$ cat src/design/lfu_pkg.sv
// Package for the LFU cache table: sequencer states and operation codes.
// No dependencies; used by lfu_cache_table_unit and its testbench.
`timescale 1ns / 1ps
`default_nettype none
package lfu_pkg;

  typedef enum logic [2:0] {
    ST_IDLE,
    ST_SCAN,
    ST_DECIDE,
    ST_FIX,
    ST_WRITE,
    ST_DONE
  } lfu_state_e;

  localparam logic OP_GET = 1'b0;
  localparam logic OP_PUT = 1'b1;

endpackage
`default_nettype wire

$ cat src/design/lfu_cache_table_unit.sv
// LFU cache table top level: entry memory, valid bits and scan sequencer.
// Depends on lfu_pkg.
// Sequence: scan, decide, rank fix, write, done; the result strobe is registered from
// the write state; busy stays high from the accepting edge until the strobe cycle ends.
// A new request is taken only once the last is through: two passes over the entry
// memory (a lookup/victim scan, then a rank-fix pass) read one entry per cycle.
// Reset clears the valid bits, the occupancy and the sequencer at once; capacity
// resets to 16. The receiver cannot stall: each result is shown for one cycle.
`timescale 1ns / 1ps
`default_nettype none
module lfu_cache_table_unit #(
  parameter int ENTRIES    = 16,
  parameter int COUNT_BITS = 16
) (
  input  wire logic               clk_i,
  input  wire logic               rst_ni,
  input  wire logic               start,
  output logic                    busy,
  input  wire logic               operation_i,
  input  wire logic signed [31:0] lookup_key_i,
  input  wire logic [31:0]        write_value_i,
  input  wire logic               cfg_valid_i,
  output logic                    cfg_ready_o,
  input  wire logic [4:0]         cfg_capacity_i,
  output logic                    result_valid_o,
  output logic                    hit_o,
  output logic [31:0]             read_value_o,
  output logic                    evicted_o,
  output logic signed [31:0]      evicted_key_o
);
  import lfu_pkg::*;

  localparam int IW = (ENTRIES > 1) ? $clog2(ENTRIES) : 1;
  localparam int OW = $clog2(ENTRIES + 1);
  localparam int RW = IW;
  localparam logic [COUNT_BITS-1:0] CMAX = '1;

  // One memory word holds key, value, count and recency rank.
  localparam int DW = 64 + COUNT_BITS + RW;

  logic [DW-1:0] mem [ENTRIES];
  logic [DW-1:0] rd_q;
  logic [IW-1:0] raddr, waddr;
  logic          we;
  logic [DW-1:0] wdata;

  always_ff @(posedge clk_i) begin
    if (we) begin
      mem[waddr] <= wdata;
    end
    rd_q <= mem[raddr];
  end

  logic [ENTRIES-1:0] valid_q, valid_d;
  logic [OW-1:0]      occ_q, occ_d;
  logic [4:0]         cap_q;
  lfu_state_e         state_q, state_d;
  logic [IW:0]        idx_q, idx_d;   // scan address issued
  logic [IW-1:0]      cidx_q, cidx_d; // address of data in rd_q
  logic               rv_q, rv_d;     // rd_q holds scanned data
  logic               op_q;
  logic [31:0]        key_q, val_q;
  logic               found_q, found_d;
  logic [IW-1:0]      fidx_q, fidx_d;
  logic [31:0]        fval_q, fval_d;
  logic [COUNT_BITS-1:0] fcnt_q, fcnt_d;
  logic [RW-1:0]      frank_q, frank_d;
  logic               vic_q, vic_d;
  logic [IW-1:0]      vidx_q, vidx_d;
  logic [COUNT_BITS-1:0] vcnt_q, vcnt_d;
  logic [RW-1:0]      vrank_q, vrank_d;
  logic [31:0]        vkey_q, vkey_d;
  logic               free_q, free_d;
  logic [IW-1:0]      fridx_q, fridx_d;
  // Decision for this request.
  logic               act_q, act_d;   // something changes
  logic               gap_q, gap_d;   // ranks above gapr move down
  logic [RW-1:0]      gapr_q, gapr_d;
  logic [IW-1:0]      tgt_q, tgt_d;
  logic [DW-1:0]      tw_q, tw_d;     // word for the target entry
  logic               hit_q, hit_d, ev_q, ev_d;
  logic [31:0]        rdv_q, rdv_d, evk_q, evk_d;
  logic [OW-1:0]      ecap;

  assign ecap = (32'(cap_q) > ENTRIES) ? OW'(ENTRIES) : OW'(cap_q);
  assign busy = (state_q != ST_IDLE);
  assign cfg_ready_o = !busy;

  logic [31:0]           r_key, r_val;
  logic [COUNT_BITS-1:0] r_cnt;
  logic [RW-1:0]         r_rank;
  assign r_key  = rd_q[DW-1 -: 32];
  assign r_val  = rd_q[DW-33 -: 32];
  assign r_cnt  = rd_q[RW +: COUNT_BITS];
  assign r_rank = rd_q[RW-1:0];

  always_comb begin
    logic [OW-1:0] onew;
    state_d = state_q; idx_d = idx_q; cidx_d = cidx_q; rv_d = 1'b0;
    found_d = found_q; fidx_d = fidx_q; fval_d = fval_q; fcnt_d = fcnt_q;
    frank_d = frank_q; vic_d = vic_q; vidx_d = vidx_q; vcnt_d = vcnt_q;
    vrank_d = vrank_q; vkey_d = vkey_q; free_d = free_q; fridx_d = fridx_q;
    act_d = act_q; gap_d = gap_q; gapr_d = gapr_q; tgt_d = tgt_q; tw_d = tw_q;
    hit_d = hit_q; ev_d = ev_q; rdv_d = rdv_q; evk_d = evk_q;
    valid_d = valid_q; occ_d = occ_q;
    raddr = idx_q[IW-1:0]; we = 1'b0; waddr = cidx_q; wdata = rd_q;
    onew = occ_q;
    case (state_q)
      ST_IDLE: begin
        if (start) begin
          state_d = ST_SCAN; idx_d = '0;
          found_d = 1'b0; vic_d = 1'b0; free_d = 1'b0;
        end
      end
      ST_SCAN: begin
        // Issue one read per cycle; examine the word that came back.
        if (idx_q < (IW+1)'(ENTRIES)) begin
          rv_d = 1'b1; cidx_d = idx_q[IW-1:0]; idx_d = idx_q + 1'b1;
        end
        if (rv_q) begin
          if (valid_q[cidx_q]) begin
            if (!found_q && r_key == key_q) begin
              found_d = 1'b1; fidx_d = cidx_q; fval_d = r_val;
              fcnt_d = r_cnt; frank_d = r_rank;
            end
            if (!vic_q || r_cnt < vcnt_q ||
                (r_cnt == vcnt_q && r_rank < vrank_q)) begin
              vic_d = 1'b1; vidx_d = cidx_q; vcnt_d = r_cnt;
              vrank_d = r_rank; vkey_d = r_key;
            end
          end else if (!free_q) begin
            free_d = 1'b1; fridx_d = cidx_q;
          end
        end
        if (rv_q && cidx_q == IW'(ENTRIES-1)) state_d = ST_DECIDE;
      end
      ST_DECIDE: begin
        act_d = 1'b0; gap_d = 1'b0; hit_d = 1'b0; ev_d = 1'b0;
        rdv_d = '0; evk_d = '0; gapr_d = frank_q; tgt_d = fidx_q;
        tw_d = {key_q, fval_q, (fcnt_q == CMAX) ? fcnt_q : fcnt_q + 1'b1,
                RW'(occ_q - 1'b1)};
        if (op_q == OP_GET) begin
          if (found_q) begin
            hit_d = 1'b1; rdv_d = fval_q; act_d = 1'b1; gap_d = 1'b1;
          end
        end else if (ecap != '0) begin
          if (found_q) begin
            hit_d = 1'b1; act_d = 1'b1; gap_d = 1'b1;
            tw_d[DW-33 -: 32] = val_q;
          end else begin
            onew = occ_q;
            if (occ_q >= ecap && vic_q) begin
              ev_d = 1'b1; evk_d = vkey_q; gap_d = 1'b1; gapr_d = vrank_q;
              tgt_d = vidx_q; act_d = 1'b1; onew = occ_q - 1'b1;
              valid_d[vidx_q] = 1'b0;
            end else if (free_q) begin
              tgt_d = fridx_q; act_d = 1'b1;
            end
            tw_d = {key_q, val_q, COUNT_BITS'(1), RW'(onew)};
            if (act_d) begin
              occ_d = onew + 1'b1;
            end
          end
        end
        // Exclude the target from the rank fix; it is rewritten afterward.
        if (act_d) valid_d[tgt_d] = 1'b0;
        state_d = ST_FIX; idx_d = '0;
      end
      ST_FIX: begin
        // Second pass: entries ranked above the gap move down by one.
        if (idx_q < (IW+1)'(ENTRIES)) begin
          rv_d = 1'b1; cidx_d = idx_q[IW-1:0]; idx_d = idx_q + 1'b1;
        end
        if (rv_q && gap_q && valid_q[cidx_q] && r_rank > gapr_q) begin
          we = 1'b1; waddr = cidx_q;
          wdata = {rd_q[DW-1:RW], r_rank - 1'b1};
        end
        if (rv_q && cidx_q == IW'(ENTRIES-1)) state_d = ST_WRITE;
      end
      ST_WRITE: begin
        if (act_q) begin
          we = 1'b1; waddr = tgt_q; wdata = tw_q; valid_d[tgt_q] = 1'b1;
        end
        state_d = ST_DONE;
      end
      ST_DONE: state_d = ST_IDLE;
      default: state_d = ST_IDLE;
    endcase
  end

  always_ff @(posedge clk_i or negedge rst_ni) begin
    if (!rst_ni) begin
      state_q <= ST_IDLE; valid_q <= '0; occ_q <= '0; cap_q <= 5'd16;
      rv_q <= 1'b0; idx_q <= '0; found_q <= 1'b0; vic_q <= 1'b0;
      free_q <= 1'b0; act_q <= 1'b0; gap_q <= 1'b0; result_valid_o <= 1'b0;
    end else begin
      state_q <= state_d; valid_q <= valid_d; occ_q <= occ_d; rv_q <= rv_d;
      idx_q <= idx_d; found_q <= found_d; vic_q <= vic_d; free_q <= free_d;
      act_q <= act_d; gap_q <= gap_d;
      result_valid_o <= (state_q == ST_WRITE);
      if (cfg_valid_i && cfg_ready_o) cap_q <= cfg_capacity_i;
    end
  end

  always_ff @(posedge clk_i) begin
    if (start && !busy) begin
      op_q <= operation_i; key_q <= lookup_key_i; val_q <= write_value_i;
    end
    cidx_q <= cidx_d; fidx_q <= fidx_d; fval_q <= fval_d; fcnt_q <= fcnt_d;
    frank_q <= frank_d; vidx_q <= vidx_d; vcnt_q <= vcnt_d; vrank_q <= vrank_d;
    vkey_q <= vkey_d; fridx_q <= fridx_d; gapr_q <= gapr_d; tgt_q <= tgt_d;
    tw_q <= tw_d; hit_q <= hit_d; ev_q <= ev_d; rdv_q <= rdv_d; evk_q <= evk_d;
  end

  assign hit_o         = hit_q;
  assign read_value_o  = rdv_q;
  assign evicted_o     = ev_q;
  assign evicted_key_o = evk_q;

`ifndef SYNTHESIS
  a_occ_le: assert property (@(posedge clk_i) disable iff (!rst_ni)
    occ_q <= OW'(ENTRIES)) else $error("occupancy over depth");
  a_done: assert property (@(posedge clk_i) disable iff (!rst_ni)
    result_valid_o |-> state_q == ST_DONE) else $error("result strobe misplaced");
  a_ev_put: assert property (@(posedge clk_i) disable iff (!rst_ni)
    (result_valid_o && evicted_o) |-> (op_q == OP_PUT && !hit_o))
    else $error("eviction without put miss");
`endif
endmodule
`default_nettype wire

$ cat config.mk
export PLATFORM = sky130hd
export DESIGN_NAME = lfu_cache_table_unit
export DESIGN_NICKNAME = d
export VERILOG_FILES = /design/src/design/lfu_pkg.sv /design/src/design/lfu_cache_table_unit.sv
export SDC_FILE = /design/constraint.sdc
export NUM_CORES = 2
export LEC_CHECK = 0
export CAP_MARGIN = 30
export CORE_ASPECT_RATIO = 1.4
export CORE_UTILIZATION = 56
export CTS_CLUSTER_DIAMETER = 50
export CTS_CLUSTER_SIZE = 24
export DETAILED_ROUTE_END_ITERATION = 8
export DONT_BUFFER_PORTS = 1
export MAX_ROUTING_LAYER = met4
export PLACE_DENSITY = 0.81
export SKIP_CTS_REPAIR_TIMING = 1
export SLEW_MARGIN = 10
export SYNTH_ARGS = -nofsm -noshare
export SYNTH_HDL_FRONTEND = slang
export SYNTH_SLANG_ARGS = --single-unit
$ cat constraint.sdc
create_clock -name clk_i -period 6.29 [get_ports clk_i]
set_input_delay 0 -clock clk_i [delete_from_list [all_inputs] [get_ports clk_i]]
set_output_delay 0 -clock clk_i [all_outputs]
set_load 0.01 [all_outputs]
# Word-level counts from Yosys, hierarchy flattened

Memories as Yosys holds them, arrays and structs flattened. A register that Yosys moved wholly into a read port is not among the register bits.
Index checks and enable logic that the tools add are counted.

Add/subtract/negate cells: 5
Order comparisons: 13
Equality and inequality tests: 18
Multiplexer cells: 84
Bitwise gates (word level): 11
Reductions and logical operators: 38

Operators by type and width:

| operator              | number |
|---|---|
| $pmux 84 s2           | 1 |
| $mux 16               | 8 |
| $mux 52               | 2 |
| $mux 84               | 1 |
| $mux 4                | 13 |
| $mux 5                | 8 |
| $mux 1                | 36 |
| $and 16x16->16        | 2 |
| $eq 32x32->1          | 1 |
| $not 16->16           | 2 |
| $pmux 16 s2           | 1 |
| $lt 4x5->1 const B    | 4 |
| $mux 20               | 1 |
| $ne 2x2->1 const B    | 9 |
| $add 16x1->16 const B | 1 |
| $eq 16x16->1          | 1 |
| $eq 16x16->1 const B  | 1 |
| $lt 16x16->1          | 1 |
| $or 16x16->16         | 1 |
| $reduce_and 4->1      | 4 |
| $pmux 3 s5            | 1 |
| $pmux 5 s3            | 1 |
| $reduce_and 5->1      | 3 |
| $demux 1 s4           | 3 |
| 30 further kinds      | 63 |

Register bits after elaboration: 384
Memory bits (writable): 1344
Logic and storage cells: 202
Memories kept: 1

Memories:

| name | depth | bits a word | rd ports | clocked after Yosys merged registers in | write ports | line                       | RTL |
|---|---|---|---|---|---|---|---|
| mem  | 16    | 84          | 1        | 1                                       | 1           | lfu_cache_table_unit.sv:41 | `logic [DW-1:0] mem [ENTRIES];` |

# Longest topological paths before layout

Depth after elaboration: 17
Mapped depth: 15
Mapped depth without buffers: 13

# Worst setup path before layout

No wires, ideal clock.

Kind: reg2reg
From: register cidx_q[0]
To: memory mem[11][0] (netlist name), enable pin
Library setup time: 0.527 ns
Data arrival time: 5.161 ns
Data required time: 5.763 ns
Slack: 0.602 ns
Stages on the path, launching flop included: 8
Cells stage by stage: edfxtp_1 buf_6 mux4_1 mux4_2 o2111ai_4 nor3_1 nor2_1 nor2_1

Word-level cells in the longest chain between the ends: 8

RTL lines:

| what                            | line                        | RTL |
|---|---|---|
| start: declaration              | lfu_cache_table_unit.sv:59  | `logic [IW-1:0] cidx_q, cidx_d;` |
| start signal: assignment        | lfu_cache_table_unit.sv:209 | `cidx_q <= cidx_d; fidx_q <= fidx_d; fval_q <= fval_d; fcnt_q <= fcnt_d;` |
| $bmux 1 s4                      | lfu_cache_table_unit.sv:174 | `if (rv_q && gap_q && valid_q[cidx_q] && r_rank > gapr_q) begin` |
| $mux 1 (not written as such)    | lfu_cache_table_unit.sv:174 |  |
| $logic_and 1x1->1 (2 in series) | lfu_cache_table_unit.sv:174 |  |
| $mux 1                          | lfu_cache_table_unit.sv:174 |  |
| $pmux 1 s2                      | lfu_cache_table_unit.sv:108 | `case (state_q)` |
| $mux 1                          | lfu_cache_table_unit.sv:48  | `if (we) begin` |
| $mux 1 (not written as such)    | lfu_cache_table_unit.sv:49  | `mem[waddr] <= wdata;` |
| end: declaration                | lfu_cache_table_unit.sv:41  |  |

Several ways; a longest one is shown, not always the timed one. The select of a mux whose other input is x is not followed.

# Worst setup path in the final report

From: register state_q[1]
To: memory mem[4][64] (netlist name), enable pin

Word-level cells in the longest chain between the ends: 4

RTL lines:

| what                                            | line                        | RTL |
|---|---|---|
| start: declaration                              | lfu_cache_table_unit.sv:57  | `lfu_state_e state_q, state_d;` |
| start signal: assignment                        | lfu_cache_table_unit.sv:193 | `state_q <= ST_IDLE; valid_q <= '0; occ_q <= '0; cap_q <= 5'd16;` |
| start signal: assignment                        | lfu_cache_table_unit.sv:197 | `state_q <= state_d; valid_q <= valid_d; occ_q <= occ_d; rv_q <= rv_d;` |
| $eq 3x3->1 / $eq 3x2->1 (equally long branches) | lfu_cache_table_unit.sv:108 |  |
| $pmux 1 s2                                      | lfu_cache_table_unit.sv:108 |  |
| $mux 1                                          | lfu_cache_table_unit.sv:48  |  |
| $mux 1 (not written as such)                    | lfu_cache_table_unit.sv:49  |  |

Several ways; a longest one is shown, not always the timed one.

==> results.sh <==
export IMPL_max_slew_margin_rel_pct=30.5
export IMPL_yosysUniqueCellTypes=73
export IMPL_cts_sinks=1812
export IMPL_post_drt_via_cell_ratio=6.55
export IMPL_syn_area_per_cell_um2=21.1
export IMPL_drive_gt1_share_pct=21.2
export IMPL_antenna_found_initial=5
export IMPL_fin_crit_sh_pct=70.7
export IMPL_setup_worst_path_start="state_q[1]"
export IMPL_fin_nets=3540
export IMPL_cap_violations=0
export IMPL_dpl_hpwl_um=84200
export IMPL_drt_first_pass_iters=6
export IMPL_synth_edff_count=1687
export IMPL_cp_cell_sequence="nor2_1 > nand3_4 > nor3_1 > nor2_1 > nor2_4 > buf_4"
export IMPL_holdCritPathClass="in2reg"
export IMPL_worstSetupStartpointType="flip-flop"
export IMPL_synth_cells=3243
export IMPL_critical_path_class="reg2reg"
export IMPL_rsz0062_at_grt="no"
export IMPL_area_growth_synth_to_final_pct=11.5
export IMPL_p_sw_uw=9330
export IMPL_grt_max_degree=132
export IMPL_sw_frac_of_total_pct=29.5
export IMPL_internal_power_uw=22300
export IMPL_ir_worst_vdd_mv=0.401
export IMPL_synth_top_cells_by_area="edfxtp_1, mux4_2, dfxtp_1, nand2_1, dfrtp_1"
export IMPL_ys_warn_count=0
export IMPL_utilization_pct=63.0
export IMPL_power_frac_clock_pct=25.4
export IMPL_crit_required_ns=6.68
export IMPL_io_buffers=0
export IMPL_setup_viol=0
export IMPL_worst_pin_slew_ns=1.04
export IMPL_die_area_um2=123000
export IMPL_cpPeakStageDelay_ns=0.79
export IMPL_seqPwrFrac_pct=50.7
export IMPL_yosysTopAreaCell="edfxtp_1"
export IMPL_start_util_pct=56.5
export IMPL_root_buffer="clkbuf_16"
export IMPL_grt_use_total_pct=27.0
export IMPL_clock_latency_ns=0.79
export IMPL_place_congestion=0.891
export IMPL_drtIter0Drc=4551
export IMPL_combPwrFrac_pct=24.0
export IMPL_synth_seq_cells=1812
export IMPL_crit_slowest_cell="nor2_4"
export IMPL_cp_common_cell="nor2_1"
export IMPL_die_x_um=297
export IMPL_power_density_nw_per_um2=415
export IMPL_min_from="start"
export IMPL_grt_pass1_wl_um=232000
export IMPL_rr_startpoint="state_q[1]"
export IMPL_vias=33638
export IMPL_wl_per_cell_um=31.7
export IMPL_cp_end_kind="flip-flop"
export IMPL_arrival_ns=4.84
export IMPL_outcome="finished clean"
export IMPL_core_region_area_um2=121000
export IMPL_grt_ovfl_total=0
export IMPL_whs_ns=0.187
export IMPL_numCtsBuffers=110
export IMPL_grt_pass1_vias=33717
export IMPL_ios=143
export IMPL_drc_errors=0
export IMPL_die_y_um=415
export IMPL_drtAntennaViolNets=0
export IMPL_routed_wl_um=163000
export IMPL_rows=151
export IMPL_setup_tns_ns=0
export IMPL_ys_seq_area_share_pct=78.1
export IMPL_clockBufferDepth=3
export IMPL_syn_area_um2=68300
export IMPL_clock_fmax_mhz=225
export IMPL_synth_ff_type="edfxtp_1"
export IMPL_syn_nets=3350
export IMPL_report_final_hold_viol_count=0
export IMPL_final_max_slew_viol_count=0
export IMPL_min_period_ns=4.45
export IMPL_p_leak_uw=0.0247
export IMPL_clk_pin_slew_ns=0.08
export IMPL_cts_htree_levels=3
export IMPL_cts_tree="done"
export IMPL_crit_fanout=42
export IMPL_synth_top_area_share_pct=74.2
export IMPL_clock_skew_ns=0.0508
export IMPL_synthArstFlopShare_pct=2.26
-- power by group through the flow --
stage	Sequential [µW]	Combinational (µW)	Clock (µW)
after floorplan	15700	5570	0
after global placement	16200	7010	0
after detailed placement	16300	7290	0
after CTS	16000	7420	8070
after global routing	16100	8000	8460
final	16000	7580	8020
-- final cells by class --
| cell class | instances | area (µm²) |
|---|---|---|
| Antenna cell | 3 | 7.51 |
| Clock buffer | 126 | 2830 |
| Clock inverter | 81 | 1020 |
| Fill cell | 7606 | 44800 |
| Inverter | 40 | 163 |
| Multi-Input combinational cell | 1249 | 14400 |
| Sequential cell | 1812 | 53400 |
| Tap cell | 1606 | 2010 |
| Timing Repair Buffer | 220 | 2340 |
-- Yosys cell counts (8+ instances only) --
library cell,number
edfxtp_1,1687
mux4_2,421
nand2_1,383
clkbuf_1,100
dfxtp_1,84
nor2_1,59
dfrtp_1,40
xor2_1,40
inv_1,38
and3_1,36
and2_1,35
buf_2,34
ha_1,33
o21ai_0,31
nor3_1,18
a21oi_1,16
nand3_1,15
a22oi_1,12
xnor2_1,12
nand4_1,11
mux2_2,10
nor4_1,10
nor2b_1,9
o22ai_1,8
-- metal layers --
layer / vias to the layer above / GRT usage [%] / part of all wire [%] / wire (µm)
met5: - / - / 0 / 0
met2: 2314 / 44.9 / 52 / 84600
li1: 13460 / - / - / -
met3: 364 / 3.84 / 9.2 / 15000
met4: 0 / 10.4 / 3.9 / 6320
met1: 17500 / 34.0 / 35 / 57100
-- sequential cells by signal, summed over array words and instances, names as in the netlist, 4 cells and up --
name	flops
cap_q	5
cidx_q	4
evicted_key_o	32
fcnt_q	16
fidx_q	4
frank_q	4
fridx_q	4
fval_q	32
gapr_q	4
idx_q	5
key_q	32
mem	1344
occ_q	5
rd_q	84
read_value_o	32
tgt_q	4
tw_q	84
val_q	32
valid_q	16
vcnt_q	16
vidx_q	4
vkey_q	32
vrank_q	4
-- cells by family (layout without fill, tap and decap cells) --
group	count (synthesis)	after routing	share of synthesized area, %
flip-flops	1812	1812	78.1
AND/OR/NAND/NOR	612	612	4.04
multiplexers	437	437	14.2
buffers and inverters	182	467	1.08
AO/OA/AOI/OAI	115	115	1.25
XOR/XNOR	52	52	0.667
adder cells (fa/ha/maj)	33	33	0.605
other	0	3	0
-- placed cells by master, fill, tap and decap left out, types with 16 or more instances in the layout --
cell / count
nor3_1: 17
dfrtp_1: 36
xor2_1: 40
inv_1: 35
mux4_2: 421
nand2_1: 383
and2_1: 35
clkbuf_16: 110
dfxtp_1: 84
nor2_1: 42
edfxtp_1: 1687
and3_1: 36
nor2_4: 18
o21ai_0: 30
a21oi_1: 16
ha_1: 33
dlygate4sd3_1: 144
buf_4: 53
-- metrics by stage --
stage          area, µm²  setup WS [ns]  instances  total power, µW
3_5_place_dp       70700           1.96       4777            23500
2_1_floorplan      68300          0.602       3243            21300
5_1_grt            76100           1.69       5137            32500
4_1_cts            74600           1.92       4984            31500
3_3_place_gp       70500           2.08       4768            23200
6_report           76100           1.84       5137            31600
-- worst max-delay path: cells and delay by family, from the launching register on --
kind / cells / cell delay [ns]
buf+inv: 1 / 0.77
simple gates: 5 / 2.67
flops: 1 / 0.51
-- final timing paths --
| kind | end | slack (ns) | cells after the start |
|---|---|---|---|
| setup / recovery | mem[4][64] | 1.84 | 6 |
| hold / removal | vic_q | 0.19 | 4 |
| setup reg to reg | mem[4][64] | 1.84 | 6 |
| hold reg to reg | fval_q[5] | 0.42 | 0 |
| max in group asynchronous | idx_q[1] | 5.62 | 4 |
| min in group asynchronous | cap_q[4] | 0.45 | 3 |
Power figures use the tool's default switching activity.
